==> src/sv/lrsi_pkg.sv <==
package lrsi_pkg;

  localparam int unsigned IdxW        = 18;
  localparam int unsigned SizeW       = 6;
  localparam int unsigned PosW        = 5;
  localparam logic [IdxW-1:0]  IdxMax      = {IdxW{1'b1}};
  localparam logic [SizeW-1:0] MaxRingSize = 6'd32;
  localparam logic [SizeW-1:0] MinRing     = 6'd3;
  localparam logic [SizeW-1:0] FlatStep    = 6'd3;

  typedef struct packed {
    logic accept;
    logic emit;
    logic second;
    logic advance;
    logic finish;
  } lrsi_cmd_t;

  typedef struct packed {
    logic stitch_ok;
    logic slot_free;
    logic tri2_needed;
    logic last_step;
  } lrsi_stat_t;

  typedef struct packed {
    logic            ovf;
    logic [IdxW-1:0] val;
  } lrsi_sat_t;

  function automatic lrsi_sat_t lrsi_sat_add(input logic [IdxW-1:0] a,
                                             input logic [SizeW-1:0] b);
    logic [IdxW:0] sum;
    lrsi_sat_t     res;
    sum = {1'b0, a} + {{(IdxW + 1 - SizeW){1'b0}}, b};
    if (sum > {1'b0, IdxMax}) begin
      res.ovf = 1'b1;
      res.val = IdxMax;
    end else begin
      res.ovf = 1'b0;
      res.val = sum[IdxW-1:0];
    end
    return res;
  endfunction

endpackage

==> src/sv/lrsi_ctrl.sv <==
module lrsi_ctrl import lrsi_pkg::*; (
  input  logic       clk_i,
  input  logic       rst_ni,
  input  logic       in_valid_i,
  output logic       in_stall_o,
  input  lrsi_stat_t stat_i,
  output lrsi_cmd_t  cmd_o
);

  localparam logic [1:0] StIdle   = 2'd0;
  localparam logic [1:0] StTri1   = 2'd1;
  localparam logic [1:0] StTri2   = 2'd2;
  localparam logic [1:0] StFinish = 2'd3;

  logic [1:0] state_q, state_d;

  always_comb begin
    state_d = state_q;
    cmd_o   = '0;
    case (state_q)
      StIdle: begin
        if (in_valid_i) begin
          cmd_o.accept = 1'b1;
          state_d      = stat_i.stitch_ok ? StTri1 : StFinish;
        end
      end
      StTri1: begin
        if (stat_i.slot_free) begin
          cmd_o.emit = 1'b1;
          if (stat_i.tri2_needed) begin
            state_d = StTri2;
          end else begin
            cmd_o.advance = 1'b1;
            if (stat_i.last_step) begin
              state_d = StFinish;
            end
          end
        end
      end
      StTri2: begin
        if (stat_i.slot_free) begin
          cmd_o.emit    = 1'b1;
          cmd_o.second  = 1'b1;
          cmd_o.advance = 1'b1;
          state_d       = stat_i.last_step ? StFinish : StTri1;
        end
      end
      StFinish: begin
        cmd_o.finish = 1'b1;
        state_d      = StIdle;
      end
      default: begin
        state_d = StIdle;
      end
    endcase
  end

  always_ff @(posedge clk_i or negedge rst_ni) begin
    if (!rst_ni) begin
      state_q <= StIdle;
    end else begin
      state_q <= state_d;
    end
  end

  assign in_stall_o = (state_q != StIdle);

  assert property (@(posedge clk_i) disable iff (!rst_ni)
    cmd_o.emit |-> stat_i.slot_free)
    else $error("triangle emitted into an occupied output slot");

  assert property (@(posedge clk_i) disable iff (!rst_ni)
    cmd_o.accept && !stat_i.stitch_ok |=> state_q == StFinish)
    else $error("skipped ring did not go straight to base update");

  assert property (@(posedge clk_i) disable iff (!rst_ni)
    cmd_o.emit && !cmd_o.second && stat_i.tri2_needed |=> state_q == StTri2)
    else $error("second triangle of a step was dropped");

endmodule

==> src/sv/lrsi_datapath.sv <==
module lrsi_datapath import lrsi_pkg::*; (
  input  logic             clk_i,
  input  logic             rst_ni,
  input  logic             cfg_valid_i,
  input  logic             cfg_data_i,
  input  logic [SizeW-1:0] ring_size_i,
  input  logic             new_mesh_i,
  input  lrsi_cmd_t        cmd_i,
  output lrsi_stat_t       stat_o,
  output logic             out_valid_o,
  input  logic             out_stall_i,
  output logic [IdxW-1:0]  corner_first_o,
  output logic [IdxW-1:0]  corner_second_o,
  output logic [IdxW-1:0]  corner_third_o,
  output logic             overflow_o,
  output logic             last_o
);

  logic             flat_mode_q;
  logic [SizeW-1:0] prev_size_q;
  logic             have_prev_q;
  logic [IdxW-1:0]  prev_base_q;
  logic [IdxW-1:0]  next_base_q;
  logic [IdxW-1:0]  flat_count_q;
  logic             ovf_q;
  logic [SizeW-1:0] size_q;
  logic             abig_q;
  logic [SizeW-1:0] maj_q;
  logic [SizeW-1:0] mn_q;
  logic [PosW-1:0]  j_q;
  logic [PosW-1:0]  mc_q;
  logic [SizeW-1:0] r_q;
  logic             out_valid_q;
  logic [IdxW-1:0]  c0_q, c1_q, c2_q;
  logic             out_ovf_q, out_last_q;

  logic [SizeW-1:0] size_c;
  logic             abig_c;
  logic [SizeW:0]   r_sum;
  logic             carry;
  logic [SizeW-1:0] mc_inc;
  logic             last_step;
  logic [PosW-1:0]  jn, mnx;
  logic [PosW-1:0]  ac, an, bc, bn;
  lrsi_sat_t        iac, ian, ibc, ibn, f1, f2, f3, nb;
  logic             ovf_new;
  logic [IdxW-1:0]  d0, d1, d2;

  assign size_c = (ring_size_i > MaxRingSize) ? MaxRingSize : ring_size_i;
  assign abig_c = (prev_size_q >= size_c);

  assign stat_o.stitch_ok = !new_mesh_i && have_prev_q && (prev_size_q >= MinRing) &&
                            (size_c >= MinRing);
  assign stat_o.slot_free = !out_valid_q || !out_stall_i;

  assign r_sum     = {1'b0, r_q} + {1'b0, mn_q};
  assign carry     = (r_sum >= {1'b0, maj_q});
  assign mc_inc    = {1'b0, mc_q} + {{(SizeW - 1){1'b0}}, carry};
  assign last_step = (({1'b0, j_q} + 6'd1) == maj_q);
  assign jn        = last_step ? '0 : j_q + 5'd1;
  assign mnx       = last_step ? '0 : mc_inc[PosW-1:0];

  assign stat_o.tri2_needed = (mc_q != mnx);
  assign stat_o.last_step   = last_step;

  assign ac = abig_q ? j_q  : mc_q;
  assign an = abig_q ? jn   : mnx;
  assign bc = abig_q ? mc_q : j_q;
  assign bn = abig_q ? mnx  : jn;

  assign iac = lrsi_sat_add(prev_base_q, {1'b0, ac});
  assign ian = lrsi_sat_add(prev_base_q, {1'b0, an});
  assign ibc = lrsi_sat_add(next_base_q, {1'b0, bc});
  assign ibn = lrsi_sat_add(next_base_q, {1'b0, bn});
  assign f1  = lrsi_sat_add(flat_count_q, 6'd1);
  assign f2  = lrsi_sat_add(flat_count_q, 6'd2);
  assign f3  = lrsi_sat_add(flat_count_q, FlatStep);
  assign nb  = lrsi_sat_add(next_base_q, size_q);

  assign ovf_new = ovf_q | iac.ovf | ian.ovf | ibc.ovf | ibn.ovf | (flat_mode_q & f3.ovf);

  always_comb begin
    if (flat_mode_q) begin
      d0 = flat_count_q;
      d1 = f1.val;
      d2 = f2.val;
    end else if (cmd_i.second) begin
      d0 = ian.val;
      d1 = ibn.val;
      d2 = ibc.val;
    end else begin
      d0 = iac.val;
      d1 = ian.val;
      d2 = ibc.val;
    end
  end

  always_ff @(posedge clk_i or negedge rst_ni) begin
    if (!rst_ni) begin
      flat_mode_q <= 1'b0;
    end else if (cfg_valid_i) begin
      flat_mode_q <= cfg_data_i;
    end
  end

  always_ff @(posedge clk_i or negedge rst_ni) begin
    if (!rst_ni) begin
      prev_size_q  <= '0;
      have_prev_q  <= 1'b0;
      prev_base_q  <= '0;
      next_base_q  <= '0;
      flat_count_q <= '0;
      ovf_q        <= 1'b0;
    end else if (cmd_i.accept && new_mesh_i) begin
      prev_size_q  <= '0;
      have_prev_q  <= 1'b0;
      prev_base_q  <= '0;
      next_base_q  <= '0;
      flat_count_q <= '0;
      ovf_q        <= 1'b0;
    end else if (cmd_i.emit) begin
      ovf_q <= ovf_new;
      if (flat_mode_q) begin
        flat_count_q <= f3.val;
      end
    end else if (cmd_i.finish) begin
      next_base_q <= nb.val;
      ovf_q       <= ovf_q | nb.ovf;
      prev_base_q <= next_base_q;
      prev_size_q <= size_q;
      have_prev_q <= 1'b1;
    end
  end

  always_ff @(posedge clk_i) begin
    if (cmd_i.accept) begin
      size_q <= size_c;
      abig_q <= abig_c;
      maj_q  <= abig_c ? prev_size_q : size_c;
      mn_q   <= abig_c ? size_c : prev_size_q;
      j_q    <= '0;
      mc_q   <= '0;
      r_q    <= '0;
    end else if (cmd_i.advance) begin
      j_q  <= j_q + 5'd1;
      mc_q <= mc_inc[PosW-1:0];
      r_q  <= carry ? (r_sum[SizeW-1:0] - maj_q) : r_sum[SizeW-1:0];
    end
  end

  always_ff @(posedge clk_i or negedge rst_ni) begin
    if (!rst_ni) begin
      out_valid_q <= 1'b0;
    end else if (cmd_i.emit) begin
      out_valid_q <= 1'b1;
    end else if (!out_stall_i) begin
      out_valid_q <= 1'b0;
    end
  end

  always_ff @(posedge clk_i) begin
    if (cmd_i.emit) begin
      c0_q       <= d0;
      c1_q       <= d1;
      c2_q       <= d2;
      out_ovf_q  <= ovf_new;
      out_last_q <= last_step && (cmd_i.second || !stat_o.tri2_needed);
    end
  end

  assign out_valid_o     = out_valid_q;
  assign corner_first_o  = c0_q;
  assign corner_second_o = c1_q;
  assign corner_third_o  = c2_q;
  assign overflow_o      = out_ovf_q;
  assign last_o          = out_last_q;

  assert property (@(posedge clk_i) disable iff (!rst_ni)
    cmd_i.emit |-> ({1'b0, j_q} < maj_q) && (r_q < maj_q))
    else $error("major step or remainder out of range");

  assert property (@(posedge clk_i) disable iff (!rst_ni)
    cmd_i.emit |-> (mc_q <= j_q) && ({1'b0, mc_q} < mn_q))
    else $error("minor position ran ahead");

  assert property (@(posedge clk_i) disable iff (!rst_ni)
    ovf_q && !(cmd_i.accept && new_mesh_i) |=> ovf_q)
    else $error("overflow flag cleared without a new mesh");

endmodule

==> src/sv/loft_ring_stitch_indexer_top.sv <==
// Per ring: accept, then one emit per triangle (up to 64), then one base update;
// a skipped ring emits no triangles, and an emit waits while the output slot is occupied.
// After accept, the first triangle passes the state register, then the output register.
// Throughput: single emit port, one triangle per cycle while the output is not stalled.
// Reset (rst_ni low, asynchronous) clears flat_mode, ring history, bases, flat counter,
// overflow flag and all handshake state; no clearing pass follows.
module loft_ring_stitch_indexer_top import lrsi_pkg::*; (
  input  logic             clk_i,
  input  logic             rst_ni,
  input  logic             cfg_valid_i,
  output logic             cfg_ready_o,
  input  logic             cfg_data_i,
  input  logic             in_valid_i,
  output logic             in_stall_o,
  input  logic [SizeW-1:0] ring_size_i,
  input  logic             new_mesh_i,
  output logic             out_valid_o,
  input  logic             out_stall_i,
  output logic [IdxW-1:0]  corner_first_o,
  output logic [IdxW-1:0]  corner_second_o,
  output logic [IdxW-1:0]  corner_third_o,
  output logic             overflow_o,
  output logic             last_o
);

  lrsi_cmd_t  cmd;
  lrsi_stat_t stat;

  assign cfg_ready_o = 1'b1;

  lrsi_ctrl u_ctrl (
    .clk_i      (clk_i),
    .rst_ni     (rst_ni),
    .in_valid_i (in_valid_i),
    .in_stall_o (in_stall_o),
    .stat_i     (stat),
    .cmd_o      (cmd)
  );

  lrsi_datapath u_datapath (
    .clk_i           (clk_i),
    .rst_ni          (rst_ni),
    .cfg_valid_i     (cfg_valid_i),
    .cfg_data_i      (cfg_data_i),
    .ring_size_i     (ring_size_i),
    .new_mesh_i      (new_mesh_i),
    .cmd_i           (cmd),
    .stat_o          (stat),
    .out_valid_o     (out_valid_o),
    .out_stall_i     (out_stall_i),
    .corner_first_o  (corner_first_o),
    .corner_second_o (corner_second_o),
    .corner_third_o  (corner_third_o),
    .overflow_o      (overflow_o),
    .last_o          (last_o)
  );

endmodule

==> config.mk <==
export PLATFORM = sky130hd
export DESIGN_NAME = loft_ring_stitch_indexer_top
export DESIGN_NICKNAME = d
export VERILOG_FILES = /design/src/sv/lrsi_pkg.sv /design/src/sv/lrsi_ctrl.sv /design/src/sv/lrsi_datapath.sv /design/src/sv/loft_ring_stitch_indexer_top.sv
export SDC_FILE = /design/constraint.sdc
export NUM_CORES = 1
export LEC_CHECK = 0
export BUFFER_PORTS_ARGS = -buffer_cell sky130_fd_sc_hd__buf_2
export CORE_UTILIZATION = 56
export DETAILED_ROUTE_END_ITERATION = 8
export GPL_TIMING_DRIVEN = 0
export PLACE_DENSITY = 0.77
export SLEW_MARGIN = 40
export SYNTH_ARGS = -nofsm -noshare
export SYNTH_HDL_FRONTEND = slang
export SYNTH_SLANG_ARGS = --single-unit
==> constraint.sdc <==
create_clock -name clk_i -period 4.8 [get_ports clk_i]
set_input_delay 0.96 -clock clk_i [delete_from_list [all_inputs] [get_ports clk_i]]
set_output_delay 0.96 -clock clk_i [all_outputs]
set_load 0.1 [all_outputs]
==> results.cfg <==
[finish]
fill_cells = 1448
layout.cells.non_filler = 1708
n_antenna_cell = 0
fin_area_sq_um = 14170
area_delta_synth_final_pct = 23.77
layout-drive-gt1-share_pct = 25.09
final_util_pct = 71.66
final_nets = 1509

[run_status]
violations = negative setup slack
status = finished, violations left

[power_and_ir_drop]
p_leak_nw = 5.536
power.density_nw_per_um2 = 765.3
fin_total_pwr_mw = 10.85
ir_drop_v = 0.0004908

[critical_path]
cp.required_ns = 4.98
cp_top_family = adder cells
critPathLaunchType = flip-flop
arrival_ns = 5.38
cpMaxStageDelayCell = fa_2
crit_fanout = 8
critPathMaxStageDelay_ns = 0.41
path_cells = ha_4 -> inv_2 -> fa_2 -> nor2b_2 -> o31a_1 -> a21oi_2 -> ha_1 -> nand3_2 -> nor2_4 -> nor4_2 -> o211ai_1 -> ha_2 -> mux2i_2 -> nor2_1 -> ha_2 -> fa_2 -> a211oi_4 -> o21bai_4 -> nand2b_1 -> buf_8 -> nand2_8 -> o22ai_2 -> nor3b_1 -> a221o_1
cp-end-kind = flip-flop
path_buf_inv = 2
path_class = reg2reg

[drt]
first_iter_violations = 1412
vias_per_cell = 6.662
wirelength_microns = 39670
dr.pass1.iters = 8
drc = 0
postRouteAntennaNets = 0
vias = 11378
wire_per_inst_microns = 23.22

[synthesis]
syn-num-nets = 1359
synth.most_common_cell = nand2_1
synthDistinctLibCells = 90
synth_seq_cells = 157
synth_area_sq_um = 11450
postSynthAreaPerCell_sq_um = 8.947
synth_cells = 1280
synth_edf_count = 75
synth_commonest_cells = nand2_1 (130), a21oi_1 (103), nor2_1 (99), edfxtp_1 (75), o21ai_0 (70)
yosysTopAreaCell = edfxtp_1
synth_flop_cell = edfxtp_1
seq_area_frac_synth_pct = 36.88
ys_warn_count = 0
synth.area.top_cells = edfxtp_1 (20%), dfrtp_1 (14%), ha_1 (6.4%)
async_flop_share_pct = 42.04
yosys.area.top_type_share_pct = 19.67

[sta]
setup_viol = 38
slew-limit-headroom_pct = 26.59
max_freq_mhz = 192.3
tightest_slew_ns = 1.094
fin_setup_tns_ns = -10.45
post-route-period-util_pct = 108.3
final.min_clock_period_ns = 5.200
fin_skew_ns = 0.008382
setup_slack_ns = -0.4003
holdWs_ns = 0.3804
rsz0062_at_grt = yes
hold_viol_final = 0
report.final.slew_viol_count = 0

[clock_tree]
cts.sinks = 157
cts_tree = yes
htreeDepth = 4
cts_made_buffers = 17
holdBufCountCts = 0
cts.path.max_buffers = 2
clk_pin_slew_ns = 0.07
clockRootBuffer = clkbuf_16
clk_latency_ns = 0.44

[flow_run]
maxCapViolCount = 0

[placement]
io_buffers = 70
place_hpwl_microns = 27740
pre_cts_ws_ns = -1.100
gp_congestion = 1.010
placed_cell_area_sq_um = 12310
dpl.cell_count = 1618

[global_routing]
overflow = 0
antenna_found_initial = 0
track_usage_pct = 36.98
grt_pass1_wl_microns = 60000
grt_start_max_net_pins = 39
grt_pass1_vias = 10545

[floorplanning]
initial_core_util_pct = 57.89
io_pins = 72
rows = 51
coreArea_sq_um = 19780
die_height_microns = 145.0
die-area_sq_um = 21030
die_w_microns = 145.0

[min_path]
hold_class = in2async
==> final timing paths <==
check,slack [ns],to,startpoint,cells after the start
hold / removal,0.38,u_datapath.flat_mode_q,rst_ni,1
setup / recovery,-0.40,u_datapath.corner_first_o[6],u_datapath.mn_q[0],24
max in group asynchronous,3.89,u_datapath.next_base_q[3],rst_ni,2
min in group clk_i,0.53,u_datapath.r_q[2],u_datapath.r_q[2],2
hold reg to reg,0.53,u_datapath.r_q[2],u_datapath.r_q[2],2
setup reg to reg,-0.40,u_datapath.corner_first_o[6],u_datapath.mn_q[0],24
==> registers in the layout (all words and copies together) (netlist names), 6 cells and up <==
name / cells
u_datapath.corner_second_o: 18
u_datapath.corner_first_o: 18
u_datapath.prev_size_q: 6
u_datapath.prev_base_q: 18
u_datapath.next_base_q: 18
u_datapath.mn_q: 6
u_datapath.size_q: 6
u_datapath.r_q: 6
u_datapath.flat_count_q: 18
u_datapath.maj_q: 6
u_datapath.corner_third_o: 18
==> cells by family (layout without fill, tap and decap cells) <==
logic type | count (synthesis) | after routing | synth area share (%)
DFF | 157 | 157 | 36.88
and+or+nand+nor | 410 | 410 | 17.72
buffers and inverters | 135 | 298 | 4.785
other | 1 | 1 | 0.03274
adders and majority gates | 66 | 66 | 7.670
muxes | 37 | 37 | 3.474
xor gates and xnor gates | 106 | 106 | 8.227
AOI/OAI and AO/OA | 368 | 368 | 21.21
==> area by class of cell <==
class	instances	area [sq um]	share of cell area, %
clock inverters	15	133.9	0.9445
repair buffers	131	892.1	6.294
clock buffers	17	425.4	3.001
plain buffers	78	346.6	2.445
flip-flops and latches	157	4225	29.81
well taps	265	331.6	2.339
inverters	57	216.5	1.527
multi-input cells	988	7604	53.64
==> metal layers <==
metal  track usage (%)  vias to the layer above  wire, microns
li1                  -                     4971              -
met1             53.19                     5428          16490
met2             54.78                      838          17100
met3             6.541                      141           4337
met4             15.16                        0           1737
met5                 0                        -              0
==> timing repair <==
item                                    4_1_cts  5_1_grt
gates resized for setup                      77      106
endpoints found under the setup margin       38       38
pin swaps                                    49       50
buffers inserted                             40       18
==> power breakdown <==
group	switching (mW)	internal (mW)	total, mW
registers	0.316	2.02	2.34
clock network	0.643	0.681	1.32
logic	4.98	2.20	7.18
==> worst reg2reg max path: stages, from the launching register on <==
cell      delay (ns)
edfxtp_1        0.38
ha_4            0.15
inv_2           0.04
fa_2            0.37
nor2b_2         0.14
o31a_1          0.17
a21oi_2         0.06
ha_1            0.35
nand3_2         0.11
nor2_4          0.11
nor4_2          0.04
o211ai_1        0.33
ha_2            0.39
mux2i_2         0.18
nor2_1          0.07
ha_2            0.23
fa_2            0.41
a211oi_4        0.30
o21bai_4        0.13
nand2b_1        0.14
buf_8           0.17
nand2_8         0.09
o22ai_2         0.20
nor3b_1         0.08
a221o_1         0.31
==> cell usage in the layout, fill, tap and decap left out, types with 11 or more instances in the layout <==
cell       Yosys  routed
a21oi_1      103      83
nand3_1       35      31
a21oi_2        1      18
nor3_1        30      27
inv_1         54      50
nor2_1        99      88
mux2_2        22      21
xor2_1        37      35
o21a_1        17      15
clkbuf_16      0      17
buf_6          1      14
nand4_1       17      17
a22oi_1       24      20
buf_4          4      50
dfxtp_1       16      15
ha_4           0      11
nand2_1      130     126
edfxtp_1      75      75
or3_1         13      13
dfrtp_1       66      66
a21o_1        21      21
clkbuf_1      56      54
a31oi_1       11      11
o211ai_1      12      12
and3_1        13      13
o21ai_0       70      49
buf_2         14      83
ha_1          59      44
o21ai_1        3      19
xnor2_1       68      62
No activity file was read; power rests on OpenSTA's default activity.
